## config.mk

```make
export PLATFORM = sky130hd
export DESIGN_NAME = sorted_insert_table
export DESIGN_NICKNAME = d
export VERILOG_FILES = /design/src/hdl/sit_pkg.sv /design/src/hdl/sorted_insert_table.sv /design/src/hdl/sit_ram.sv /design/src/hdl/sit_ctrl.sv /design/src/hdl/sit_dpath.sv
export SDC_FILE = /design/constraint.sdc
export NUM_CORES = 2
export LEC_CHECK = 0
export ABC_AREA = 0
export BUFFER_PORTS_ARGS = -buffer_cell sky130_fd_sc_hd__buf_4
export CORE_ASPECT_RATIO = 0.7
export CORE_MARGIN = 8
export CORE_UTILIZATION = 40
export DETAILED_ROUTE_END_ITERATION = 6
export SKIP_LAST_GASP = 1
export SYNTH_ARGS = -nofsm -noshare
export SYNTH_HDL_FRONTEND = slang
export SYNTH_SLANG_ARGS = --single-unit
```

## constraint.sdc

```tcl
create_clock -name clk -period 12 [get_ports clk]
set_input_delay 0.6 -clock clk [delete_from_list [all_inputs] [get_ports clk]]
set_output_delay 0.6 -clock clk [all_outputs]
set_load 0.005 [all_outputs]
```

## src/hdl/sit_pkg.sv

```systemverilog
// Shared constants, codes and controller/datapath interface types of the sorted insert table.
`default_nettype none

package sit_pkg;

  localparam int DEPTH_DEF     = 64;
  localparam int KEY_WIDTH_DEF = 32;

  // Fixed field widths of the item channels.
  localparam int ACT_W    = 2;
  localparam int KEY_W    = 32;
  localparam int POS_W    = 6;
  localparam int STAT_W   = 2;
  localparam int CNT_W    = 7;
  localparam int S_DATA_W = 40;
  localparam int M_DATA_W = 40;
  localparam int M_PAD_W  = M_DATA_W - KEY_W - CNT_W;

  localparam logic [CNT_W-1:0] CAP_RESET = 7'd64;

  // Operation codes.
  localparam logic [ACT_W-1:0] ACT_INSERT = 2'd0;
  localparam logic [ACT_W-1:0] ACT_LOOKUP = 2'd1;
  localparam logic [ACT_W-1:0] ACT_REMOVE = 2'd2;

  // Result status codes.
  localparam logic [STAT_W-1:0] ST_OK    = 2'd0;
  localparam logic [STAT_W-1:0] ST_FULL  = 2'd1;
  localparam logic [STAT_W-1:0] ST_RANGE = 2'd2;

  // Pointer update codes.
  localparam logic [2:0] PTR_HOLD = 3'd0;
  localparam logic [2:0] PTR_TOP  = 3'd1;
  localparam logic [2:0] PTR_POS  = 3'd2;
  localparam logic [2:0] PTR_POS1 = 3'd3;
  localparam logic [2:0] PTR_DEC  = 3'd4;
  localparam logic [2:0] PTR_INC  = 3'd5;
  localparam logic [2:0] PTR_ZERO = 3'd6;

  // Write address select codes.
  localparam logic [1:0] WA_PTR  = 2'd0;
  localparam logic [1:0] WA_UP   = 2'd1;
  localparam logic [1:0] WA_DOWN = 2'd2;

  // Write data select codes.
  localparam logic WD_RDATA = 1'b0;
  localparam logic WD_KEY   = 1'b1;

  typedef struct packed {
    logic              load;
    logic [2:0]        ptr_op;
    logic              we;
    logic [1:0]        wa_sel;
    logic              wd_sel;
    logic              cnt_inc;
    logic              cnt_dec;
    logic              set_status;
    logic [STAT_W-1:0] status;
    logic              cap_key;
    logic              out_load;
  } cmd_t;

  typedef struct packed {
    logic [ACT_W-1:0] action;
    logic             full;
    logic             pos_ok;
    logic             pos_last;
    logic             cnt_zero;
    logic             ge;
    logic             ptr_zero;
    logic             ptr_last;
    logic             out_free;
  } stat_t;

endpackage

`default_nettype wire

```

## src/hdl/sorted_insert_table.sv

```systemverilog
// Top level of the sorted insert table: stream ports, controller and datapath.
//
//   Channel   Direction  Handshake            Contents
//   s_*       in         s_tvalid / s_tready  operation item: action, key, position
//   m_*       out        m_tvalid / m_tready  result item: key, status, count
//   cfg_*     in         cfg_we               capacity register write
//
// A rejected or unused item goes straight to the result and a lookup reads one entry. An
// insert shifts the entries from the top down to its landing position up by one, and a
// remove shifts those above its position down by one, one entry per cycle over the
// single write port of the entry RAM. Reset clears the count, sets the capacity to 64
// and empties the output register; the entries themselves are not cleared. A stalled
// result sits in the output register while the next item is taken.
`default_nettype none

module sorted_insert_table #(
  parameter int DEPTH     = sit_pkg::DEPTH_DEF,
  parameter int KEY_WIDTH = sit_pkg::KEY_WIDTH_DEF
) (
  input  wire logic                           clk,
  input  wire logic                           rst,
  // Input item.
  input  wire logic                           s_tvalid,
  output logic                                s_tready,
  input  wire logic [sit_pkg::S_DATA_W-1:0]   s_tdata,  // key_in[31:0], position[37:32], pad
  input  wire logic [sit_pkg::ACT_W-1:0]      s_tuser,  // action[1:0]
  // Result item.
  output logic                                m_tvalid,
  input  wire logic                           m_tready,
  output logic      [sit_pkg::M_DATA_W-1:0]   m_tdata,  // key_out[31:0], count_out[38:32], pad
  output logic      [sit_pkg::STAT_W-1:0]     m_tuser,  // status[1:0]
  // Capacity register.
  input  wire logic                           cfg_we,
  input  wire logic [sit_pkg::CNT_W-1:0]      cfg_wdata
);

  sit_pkg::cmd_t  cmd;
  sit_pkg::stat_t stat;

  logic [sit_pkg::KEY_W-1:0] out_key;
  logic [sit_pkg::CNT_W-1:0] out_count;

  // The controller only accepts an item when idle; every operation is walked
  // through its states and ends by loading the output register.
  sit_ctrl u_ctrl (
    .clk      (clk),
    .rst      (rst),
    .s_tvalid (s_tvalid),
    .s_tready (s_tready),
    .stat     (stat),
    .cmd      (cmd)
  );

  // The datapath unpacks fields on the accept cycle, walks the entry RAM and
  // keeps the count, capacity and result registers.
  sit_dpath #(
    .DEPTH     (DEPTH),
    .KEY_WIDTH (KEY_WIDTH)
  ) u_dpath (
    .clk        (clk),
    .rst        (rst),
    .cfg_we     (cfg_we),
    .cfg_wdata  (cfg_wdata),
    .in_action  (s_tuser),
    .in_key     (s_tdata[sit_pkg::KEY_W-1:0]),
    .in_pos     (s_tdata[sit_pkg::KEY_W +: sit_pkg::POS_W]),
    .m_tready   (m_tready),
    .m_tvalid   (m_tvalid),
    .out_key    (out_key),
    .out_status (m_tuser),
    .out_count  (out_count),
    .cmd        (cmd),
    .stat       (stat)
  );

  // Result fields are packed from the lowest bit up, with a zero pad on top.
  assign m_tdata = {{sit_pkg::M_PAD_W{1'b0}}, out_count, out_key};

endmodule

`default_nettype wire

```

## src/hdl/sit_ram.sv

```systemverilog
// Generic simple dual-port RAM with one write port and a registered read port.
`default_nettype none

module sit_ram #(
  parameter int WIDTH = 32,
  parameter int DEPTH = 64
) (
  input  wire logic                     clk,
  input  wire logic                     we,
  input  wire logic [$clog2(DEPTH)-1:0] waddr,
  input  wire logic [WIDTH-1:0]         wdata,
  input  wire logic [$clog2(DEPTH)-1:0] raddr,
  output logic      [WIDTH-1:0]         rdata
);

  logic [WIDTH-1:0] mem [DEPTH];

  always_ff @(posedge clk) begin
    if (we) begin
      mem[waddr] <= wdata;
    end
    rdata <= mem[raddr];
  end

endmodule

`default_nettype wire

```

## src/hdl/sit_ctrl.sv

```systemverilog
// Controller state machine of the sorted insert table.
`default_nettype none

module sit_ctrl (
  input  wire logic          clk,
  input  wire logic          rst,
  input  wire logic          s_tvalid,
  output logic               s_tready,
  input  wire sit_pkg::stat_t stat,
  output sit_pkg::cmd_t      cmd
);

  localparam logic [2:0] S_IDLE      = 3'd0;
  localparam logic [2:0] S_DECODE    = 3'd1;
  localparam logic [2:0] S_INS_SCAN  = 3'd2;
  localparam logic [2:0] S_INS_LAST  = 3'd3;
  localparam logic [2:0] S_LOOK_WAIT = 3'd4;
  localparam logic [2:0] S_REM_SHIFT = 3'd5;
  localparam logic [2:0] S_RESULT    = 3'd6;

  logic [2:0] state;
  logic [2:0] state_next;

  always_ff @(posedge clk) begin
    if (rst) begin
      state <= S_IDLE;
    end else begin
      state <= state_next;
    end
  end

  assign s_tready = (state == S_IDLE);

  always_comb begin
    state_next     = state;
    cmd            = '0;
    cmd.ptr_op     = sit_pkg::PTR_HOLD;
    cmd.wa_sel     = sit_pkg::WA_PTR;
    cmd.wd_sel     = sit_pkg::WD_RDATA;
    cmd.status     = sit_pkg::ST_OK;
    unique case (state)
      S_IDLE: begin
        if (s_tvalid) begin
          cmd.load   = 1'b1;
          state_next = S_DECODE;
        end
      end
      S_DECODE: begin
        unique case (stat.action)
          sit_pkg::ACT_INSERT: begin
            if (stat.full) begin
              cmd.set_status = 1'b1;
              cmd.status     = sit_pkg::ST_FULL;
              state_next     = S_RESULT;
            end else if (stat.cnt_zero) begin
              cmd.ptr_op = sit_pkg::PTR_ZERO;
              state_next = S_INS_LAST;
            end else begin
              cmd.ptr_op = sit_pkg::PTR_TOP;
              state_next = S_INS_SCAN;
            end
          end
          sit_pkg::ACT_LOOKUP: begin
            if (!stat.pos_ok) begin
              cmd.set_status = 1'b1;
              cmd.status     = sit_pkg::ST_RANGE;
              state_next     = S_RESULT;
            end else begin
              cmd.ptr_op = sit_pkg::PTR_POS;
              state_next = S_LOOK_WAIT;
            end
          end
          sit_pkg::ACT_REMOVE: begin
            if (!stat.pos_ok) begin
              cmd.set_status = 1'b1;
              cmd.status     = sit_pkg::ST_RANGE;
              state_next     = S_RESULT;
            end else if (stat.pos_last) begin
              cmd.cnt_dec = 1'b1;
              state_next  = S_RESULT;
            end else begin
              cmd.ptr_op = sit_pkg::PTR_POS1;
              state_next = S_REM_SHIFT;
            end
          end
          default: begin
            state_next = S_RESULT;
          end
        endcase
      end
      S_INS_SCAN: begin
        cmd.we     = 1'b1;
        cmd.wa_sel = sit_pkg::WA_UP;
        if (stat.ge) begin
          cmd.wd_sel = sit_pkg::WD_RDATA;
          if (stat.ptr_zero) begin
            state_next = S_INS_LAST;
          end else begin
            cmd.ptr_op = sit_pkg::PTR_DEC;
          end
        end else begin
          cmd.wd_sel  = sit_pkg::WD_KEY;
          cmd.cnt_inc = 1'b1;
          state_next  = S_RESULT;
        end
      end
      S_INS_LAST: begin
        cmd.we      = 1'b1;
        cmd.wa_sel  = sit_pkg::WA_PTR;
        cmd.wd_sel  = sit_pkg::WD_KEY;
        cmd.cnt_inc = 1'b1;
        state_next  = S_RESULT;
      end
      S_LOOK_WAIT: begin
        cmd.cap_key = 1'b1;
        state_next  = S_RESULT;
      end
      S_REM_SHIFT: begin
        cmd.we     = 1'b1;
        cmd.wa_sel = sit_pkg::WA_DOWN;
        cmd.wd_sel = sit_pkg::WD_RDATA;
        if (stat.ptr_last) begin
          cmd.cnt_dec = 1'b1;
          state_next  = S_RESULT;
        end else begin
          cmd.ptr_op = sit_pkg::PTR_INC;
        end
      end
      S_RESULT: begin
        if (stat.out_free) begin
          cmd.out_load = 1'b1;
          state_next   = S_IDLE;
        end
      end
      default: begin
        state_next = S_IDLE;
      end
    endcase
  end

endmodule

`default_nettype wire

```

## src/hdl/sit_dpath.sv

```systemverilog
// Datapath of the sorted insert table: entry memory, pointer, count and result registers.
`default_nettype none

module sit_dpath #(
  parameter int DEPTH     = sit_pkg::DEPTH_DEF,
  parameter int KEY_WIDTH = sit_pkg::KEY_WIDTH_DEF
) (
  input  wire logic                         clk,
  input  wire logic                         rst,
  input  wire logic                         cfg_we,
  input  wire logic [sit_pkg::CNT_W-1:0]    cfg_wdata,
  input  wire logic [sit_pkg::ACT_W-1:0]    in_action,
  input  wire logic [sit_pkg::KEY_W-1:0]    in_key,
  input  wire logic [sit_pkg::POS_W-1:0]    in_pos,
  input  wire logic                         m_tready,
  output logic                              m_tvalid,
  output logic      [sit_pkg::KEY_W-1:0]    out_key,
  output logic      [sit_pkg::STAT_W-1:0]   out_status,
  output logic      [sit_pkg::CNT_W-1:0]    out_count,
  input  wire sit_pkg::cmd_t                cmd,
  output sit_pkg::stat_t                    stat
);

  localparam int AW    = $clog2(DEPTH);
  localparam int CW    = $clog2(DEPTH + 1);
  localparam int CMPW  = (CW > sit_pkg::CNT_W) ? CW : sit_pkg::CNT_W;
  localparam int KOW   = sit_pkg::KEY_W;
  localparam int CNTOW = sit_pkg::CNT_W;

  logic [sit_pkg::ACT_W-1:0]  action;
  logic [KEY_WIDTH-1:0]       key;
  logic [sit_pkg::POS_W-1:0]  pos;
  logic [CW-1:0]              cnt;
  logic [sit_pkg::CNT_W-1:0]  capacity;
  logic [AW-1:0]              ptr;
  logic [AW-1:0]              ptr_next;
  logic [KEY_WIDTH-1:0]       res_key;
  logic [sit_pkg::STAT_W-1:0] res_status;

  logic [AW-1:0]        waddr;
  logic [KEY_WIDTH-1:0] wdata;
  logic [KEY_WIDTH-1:0] rdata;

  // Control registers.
  always_ff @(posedge clk) begin
    if (rst) begin
      cnt      <= '0;
      capacity <= sit_pkg::CAP_RESET;
      m_tvalid <= 1'b0;
    end else begin
      if (cfg_we) begin
        capacity <= cfg_wdata;
      end
      if (cmd.cnt_inc) begin
        cnt <= cnt + CW'(1);
      end else if (cmd.cnt_dec) begin
        cnt <= cnt - CW'(1);
      end
      if (cmd.out_load) begin
        m_tvalid <= 1'b1;
      end else if (m_tready) begin
        m_tvalid <= 1'b0;
      end
    end
  end

  // Payload registers.
  always_ff @(posedge clk) begin
    ptr <= ptr_next;
    if (cmd.load) begin
      action     <= in_action;
      key        <= KEY_WIDTH'(in_key);
      pos        <= in_pos;
      res_key    <= '0;
      res_status <= sit_pkg::ST_OK;
    end else begin
      if (cmd.cap_key) begin
        res_key <= rdata;
      end
      if (cmd.set_status) begin
        res_status <= cmd.status;
      end
    end
    if (cmd.out_load) begin
      out_key    <= KOW'(res_key);
      out_status <= res_status;
      out_count  <= CNTOW'(cnt);
    end
  end

  always_comb begin
    case (cmd.ptr_op)
      sit_pkg::PTR_TOP:  ptr_next = AW'(cnt - CW'(1));
      sit_pkg::PTR_POS:  ptr_next = AW'(pos);
      sit_pkg::PTR_POS1: ptr_next = AW'(pos) + AW'(1);
      sit_pkg::PTR_DEC:  ptr_next = ptr - AW'(1);
      sit_pkg::PTR_INC:  ptr_next = ptr + AW'(1);
      sit_pkg::PTR_ZERO: ptr_next = '0;
      default:           ptr_next = ptr;
    endcase
  end

  always_comb begin
    case (cmd.wa_sel)
      sit_pkg::WA_UP:   waddr = ptr + AW'(1);
      sit_pkg::WA_DOWN: waddr = ptr - AW'(1);
      default:          waddr = ptr;
    endcase
  end

  assign wdata = (cmd.wd_sel == sit_pkg::WD_KEY) ? key : rdata;

  // The read address follows the pointer's next value, so rdata always holds
  // the entry at the current pointer.
  sit_ram #(
    .WIDTH (KEY_WIDTH),
    .DEPTH (DEPTH)
  ) u_ram (
    .clk   (clk),
    .we    (cmd.we),
    .waddr (waddr),
    .wdata (wdata),
    .raddr (ptr_next),
    .rdata (rdata)
  );

  always_comb begin
    stat.action   = action;
    stat.full     = (CMPW'(cnt) >= CMPW'(capacity)) || (cnt == CW'(DEPTH));
    stat.pos_ok   = CMPW'(pos) < CMPW'(cnt);
    stat.pos_last = (CMPW'(pos) + CMPW'(1)) == CMPW'(cnt);
    stat.cnt_zero = (cnt == '0);
    stat.ge       = (rdata >= key);
    stat.ptr_zero = (ptr == '0);
    stat.ptr_last = (CW'(ptr) + CW'(1)) == cnt;
    stat.out_free = !m_tvalid || m_tready;
  end

endmodule

`default_nettype wire

```

# [Yosys cells after proc, flatten, opt, wreduce, memory -nomap -nowiden]
# Memories as Yosys holds them, arrays and structs flattened. A register that Yosys moved wholly into a read port is not among the register bits.
# Cells that the tools add are included.
[word_totals] ff_bits=139 ramBits=2048 elab_cells=107 mem_count=1
[classes] add_sub_neg=7 order_cmp=3 n_eq_ne=23 muxes=48 n_reduce_logical=12
[mem_list] memory="u_dpath.u_ram.mem" words=64 width=32 rd=1 rd_ports_with_merged_regs=1 wr=1 line="sit_ram.sv:16" rtl="logic [WIDTH-1:0] mem [DEPTH];"
[ops] cell="two-way mux 3 bit" count=15
[ops] cell="one-hot mux 6 bit (6 select lines)" count=1
[ops] cell="greater-or-equal comparator 32 bit" count=1
[ops] cell="two-way mux 32 bit" count=1
[ops] cell="one-hot mux 3 bit (3 select lines)" count=3
[ops] cell="== test 3 bit (second input constant)" count=6
[ops] cell="one-hot mux 3 bit (6 select lines)" count=1
[ops] cell="two-way mux 1 bit" count=15
[ops] cell="adder 6 x 1 -> 7 bit (second input constant)" count=2
[ops] cell="== test 7 bit" count=2
[ops] cell="two-way mux 7 bit" count=2
[ops] cell="adder 6 x 1 -> 6 bit (second input constant)" count=2
[ops] cell="== test 3 x 2 -> 1 bit (second input constant)" count=4
[ops] cell="one-hot mux 4 bit (3 select lines)" count=1
[ops] cell="one-hot mux 6 bit (2 select lines)" count=1
[ops] cell="two-way mux 2 bit" count=5
[ops] cell="adder 7 x 1 -> 7 bit (second input constant)" count=1
[ops] cell="== test 7 bit (second input constant)" count=1
[ops] cell="greater-or-equal comparator 7 bit" count=1
[ops] cell="logical NOT 7 bit" count=1
[ops] cell="< comparator 6 x 7 -> 1 bit" count=1
[ops] cell="subtractor 7 x 1 -> 7 bit (second input constant)" count=1
[ops] cell="== test 3 x 1 -> 1 bit (second input constant)" count=2
[ops] cell="logical NOT 6 bit" count=1
[ops] cell="other kinds (14)" count=22

# [Depth between registers and ports, before layout]
[depth] word_depth=8 depth_mapped=21 mapped_depth_nobuf=16

# [Modules after synthesis]
# From an unflattened synthesis, not the netlist that was laid out.
[hier_totals] hier_cells=4027 area_unflattened_um2=86000.0
[modules_own_cells] mod="sit_ram" instances=1 cells_each=3324 area_each_um2=78515.3
[modules_own_cells] mod="sit_dpath" instances=1 cells_each=635 area_each_um2=6989.2
[modules_own_cells] mod="sit_ctrl" instances=1 cells_each=66 area_each_um2=484.2
[modules_own_cells] mod="sorted_insert_table" instances=1 cells_each=2 area_each_um2=11.3

# [Worst setup path after synthesis]
# OpenSTA, ideal clock, no wires.
[synth_timing] path_type="reg-to-reg" start="register u_dpath.key[13]" end="memory u_dpath.u_ram.mem[0][1], data pin" arrival_ns=4.757 t_required_ns=11.298 setup_slack_ns=6.541 stages_incl_launch_ff=13 n_path_buf=3 synth_period_minus_slack_ns=5.459 path_cell_list="edfxtp_1 inv_1 ha_1 a21o_1 a221o_1 a2bb2oi_1 nand3_1 nor2_1 o21bai_1 clkbuf_1 clkbuf_1 clkbuf_1 o21ai_0"
[synth_between] elab_chain_cells=4
[synth_rtl] element="start: declaration" line="sit_dpath.sv:31" rtl="logic [KEY_WIDTH-1:0] key;"
[synth_rtl] element="start signal: assignment" line="sit_dpath.sv:72" rtl="key <= KEY_WIDTH'(in_key);"
[synth_rtl] element="greater-or-equal comparator 32 bit" line="sit_dpath.sv:133" rtl="stat.ge = (rdata >= key);"
[synth_rtl] element="two-way mux 1 bit" line="sit_ctrl.sv:94" rtl="if (stat.ge) begin"
[synth_rtl] element="one-hot mux 4 bit (3 select lines)" line="sit_ctrl.sv:41" rtl="unique case (state)"
[synth_rtl] element="two-way mux 32 bit" line="sit_dpath.sv:111" rtl="assign wdata = (cmd.wd_sel == sit_pkg::WD_KEY) ? key : rdata;"
[synth_rtl] element="via u_dpath.u_ram.wdata[1]" line="sit_ram.sv:11" rtl="input wire logic [WIDTH-1:0] wdata,"
[synth_rtl] element="end: declaration" line="sit_ram.sv:16"
# The timed path passes the listed nets, and every way through them passes these cells.

# [Worst setup path after layout]
[layout_timing] start="register u_dpath.key[23]" end="register u_dpath.u_ram.rdata[24] (read register of u_dpath.u_ram.mem)"
[layout_between] elab_chain_cells=5
[layout_rtl] element="greater-or-equal comparator 32 bit *" line="sit_dpath.sv:133"
[layout_rtl] element="two-way mux 3 bit *" line="sit_ctrl.sv:94"
[layout_rtl] element="one-hot mux 3 bit (3 select lines) *" line="sit_ctrl.sv:41"
[layout_rtl] element="== test 3 bit, or another cell as far along" line="sit_dpath.sv:92" rtl="case (cmd.ptr_op)"
[layout_rtl] element="one-hot mux 6 bit (6 select lines) *" line="sit_dpath.sv:92"
[layout_rtl] element="end: declaration" line="sit_ram.sv:13" rtl="output logic [WIDTH-1:0] rdata"
# Mark *: on every way between the ends. The rest lies on a longest branch, timed or not.
# A chain may end at the register's enable or synchronous reset.

==> flow_summary_export.csv <==
group,metric,value,unit
yosys,yosysTopAreaCellShare,71.5,%
yosys,yosys-top-cells-count,"2129 x edfxtp_1, 1118 x nand2_1, 797 x mux2i_1, 492 x nand3_1, 216 x a32o_1",
yosys,synth_compound_area_share,5.01,%
critical_path,reg2reg_depth,17,
sta,setup_viol,0,
outcome,status,"finished clean",
clocking,cts_made_buffers,200,
floorplanning,core,223000,um^2
global_routing,grt_pass1_vias,49700,
yosys,muxShareOfSynthArea,9.08,%
critical_path,worst_setup_path_end_kind,"register",
yosys,netlist_area,89400,um^2
sta,tns,0,ns
critical_path,critPathLaunchType,"register",
yosys,synth-simple-area-share,8.94,%
global_routing,grt_max_degree,142,
cells_and_area,multi_input_area,22500,um^2
floorplanning,io_pins,98,
critical_path,path_cells,"inv_1, ha_1, nand4_1, nor4_1, nand4_1, a31oi_1, o21ai_1, and3_1, o21ai_2, nand2_8, inv_8, buf_12, mux2i_1, mux2i_1, a32o_1, o21ai_1, nand4_1",
clocking,clkSinkCount,2219,
place,portBuffers,94,
sta,hold_viol_final,0,
cells_and_area,n_fill_cell,19300,
route,drt_first_iter_violations,6501,
global_routing,antenna_found_initial,19,
place,place_congestion,0.871,
route,first_pass_iters,5,
cells_and_area,final-seq-area,65700,um^2
route,avgViaCountPerCell,5.68,
min_path,min_path_type,"in -> reg",
global_routing,track_usage,20.4,%
route,ant_nets,0,
yosys,yosys_warnings,0,
clocking,clkLatencyLatePin,0.85,ns
critical_path,path_class,"reg -> reg",
route,routedWlPerCell,27.4,um
route,vias,52500,
yosys,ys_ff_latch,2219,
clocking,cts_root_buf,"clkbuf_16",
floorplanning,fp.dieW,581,um
floorplanning,die_h,412,um
min_path,hold_start,"cfg_wdata[6]",
critical_path,ff2ff_setup_slack,3.64,ns
clocking,cts_tree,"yes",
route,wl_met1,114000,um
yosys,synth-edff-count,2129,
floorplanning,die_area,239000,um^2
critical_path,crit_path_top_delay_cell,"nor4_1",
yosys,synth_nets,6096,
cells_and_area,area_growth,13.0,%
sta,fmax,120,MHz
yosys,ys.flop_type,"edfxtp_1",
clocking,htree_levels,4,
yosys,synthAdderAreaFrac,0.770,%
yosys,synth_top_family_by_area,"multiplexers",
place,dp_hpwl,140000,um
yosys,post-synth-top-count-cell,"edfxtp_1",
global_routing,grt_pass1_wl,359000,um
sta,fin_skew,0.0419,ns
sta,post-route-period-util,69.7,%
sta,worst_pin_slew,1.39,ns
clocking,cts_buffer_depth,4,
floorplanning,start_util,40.2,%
critical_path,r2r-end,"u_dpath.u_ram.rdata[24]",
route,highest_layer,"met5",
yosys,synth_area_per_cell,14.9,um^2
route,wl_met2,108000,um
yosys,synth-xor-area-share,0.335,%
cells_and_area,final_nets,6248,
yosys,async_flop_share,0,%
yosys,synth_top_area_cell,"edfxtp_1",
yosys,yosysUniqueCellTypes,89,
critical_path,critPathMaxFanout,124,
yosys,ys_top_cells_by_area,"edfxtp_1 72%, mux2i_1 8.9%, nand2_1 4.7%",
critical_path,crit_top_cell,"nand4_1",
critical_path,cp.required,12.55,ns
sta,slew_viol_final,0,
min_path,hold_end,"u_dpath.capacity[6]",
route,drc,0,
min_path,hold_depth,3,
sta,fin_crit,8.36,ns
route,wirelength,253000,um
clocking,clk_pin_slew,0.06,ns
floorplanning,rows,145,
run,drv_cap,0,
yosys,ys_seq_area_share,73.5,%
critical_path,slowest_delay,0.91,ns
sta,rsz0062_at_grt,"false",
route,wl_met3,25900,um
critical_path,worstPathArrival,8.91,ns
critical_path,r2r-start,"u_dpath.key[23]",
global_routing,grt-ovfl-total,0,
cells_and_area,drive_above_1_share,10.8,%
sta,relSlewSlack,6.50,%
yosys,netlist_instances,5987,
-- cells in the final DEF (no fill, tap or decap), types with 16 or more instances in the layout --
master,n
buf_4,261
and3_1,21
mux2i_1,797
edfxtp_1,2129
dfxtp_1,90
nand4_1,38
xnor2_1,20
inv_1,60
o21ai_4,31
o21ai_1,105
a21oi_1,72
nor2_4,68
o21ai_0,27
nand2_1,1118
dlygate4sd3_1,46
nor3_1,16
clkinv_1,36
clkinv_2,27
ha_1,55
a32o_1,216
clkbuf_1,52
nand3_1,492
clkbuf_16,207
a32oi_1,19
nor2_1,39
-- stage by stage --
step / hold slack [ns] / std cells / area, um^2 / worst slack, ns / util [%]
final: 0.0564 / 9240 / 101000 / 3.64 / 45.4
after floorplan: 0.408 / 5987 / 89400 / 6.54 / -
after global placement: 0.413 / 8830 / 94200 / 3.89 / 42.3
after global routing: 0.0378 / 9233 / 101000 / 3.41 / 45.4
after CTS: 0.0000325 / 9232 / 101000 / 3.77 / 45.4
after detailed placement: 0.419 / 8830 / 94200 / 3.81 / 42.3
-- worst max-delay path, delay by kind of cell (launching register included) --
kind	cells	cell delay, ns
adder cells (fa/ha/maj)	1	0.32
AND/OR/NAND/NOR	6	2.62
multiplexers	2	0.40
AO/OA/AOI/OAI	5	2.71
buffers and inverters	3	1.42
flip-flops	1	0.33
-- sequential cells by signal (all words and copies together), names as in the netlist --
register	cells
u_ctrl.state	3
u_dpath.action	2
u_dpath.capacity	7
u_dpath.cnt	7
u_dpath.key	32
u_dpath.m_tvalid	1
u_dpath.out_count	7
u_dpath.out_key	32
u_dpath.out_status	2
u_dpath.pos	6
u_dpath.ptr	6
u_dpath.res_key	32
u_dpath.res_status	2
u_dpath.u_ram.mem	2048
u_dpath.u_ram.rdata	32
-- layer usage --
metal	vias to the layer above	GRT usage, %
met4	4	4.78
met3	358	5.09
met2	2308	30.0
met1	26800	30.5
met5	-	0
li1	23000	-
-- worst max-delay path by stage --
stage,start,to,slack [ns],cells past startpoint
5_1_grt,u_dpath.key[23],u_dpath.u_ram.rdata[24],3.41,17
3_3_place_gp,u_dpath.key[27],u_dpath.u_ram.rdata[24],3.89,17
6_report,u_dpath.key[23],u_dpath.u_ram.rdata[24],3.64,17
2_1_floorplan,u_dpath.key[13],u_dpath.u_ram.mem[0][1],6.54,12
4_1_cts,u_dpath.key[27],u_dpath.u_ram.rdata[24],3.77,17
3_5_place_dp,u_dpath.key[23],u_dpath.u_ram.rdata[24],3.81,17
-- area by class of cell --
cell class,instances,area share [%]
diodes,7,0.0173
clock inverters,88,0.794
inverters,66,0.263
repair buffers,314,2.53
flip-flops and latches,2219,65.1
clock buffers,268,5.44
multi-input cells,3338,22.3
well taps,2940,3.64
-- kinds of logic (layout without fill, tap and decap cells) --
logic type,after synthesis,count (layout)
muxes,807,807
buffers and inverters,430,736
other,1,8
AOI/OAI and AO/OA,588,588
DFF,2219,2219
adders and majority gates,55,55
xor gates and xnor gates,31,31
and+or+nand+nor,1856,1856
-- repair_timing --
| action | CTS | global route |
|---|---|---|
| hold buffers | 46 | 0 |
| gates resized for setup | 0 | 0 |
| endpoints found under the hold margin | 46 | 0 |
| setup buffers | 0 | 0 |
Power is left out: the tool's default activity adds up to more than one toggle a clock period on the data nets, which glitch-free logic cannot reach.
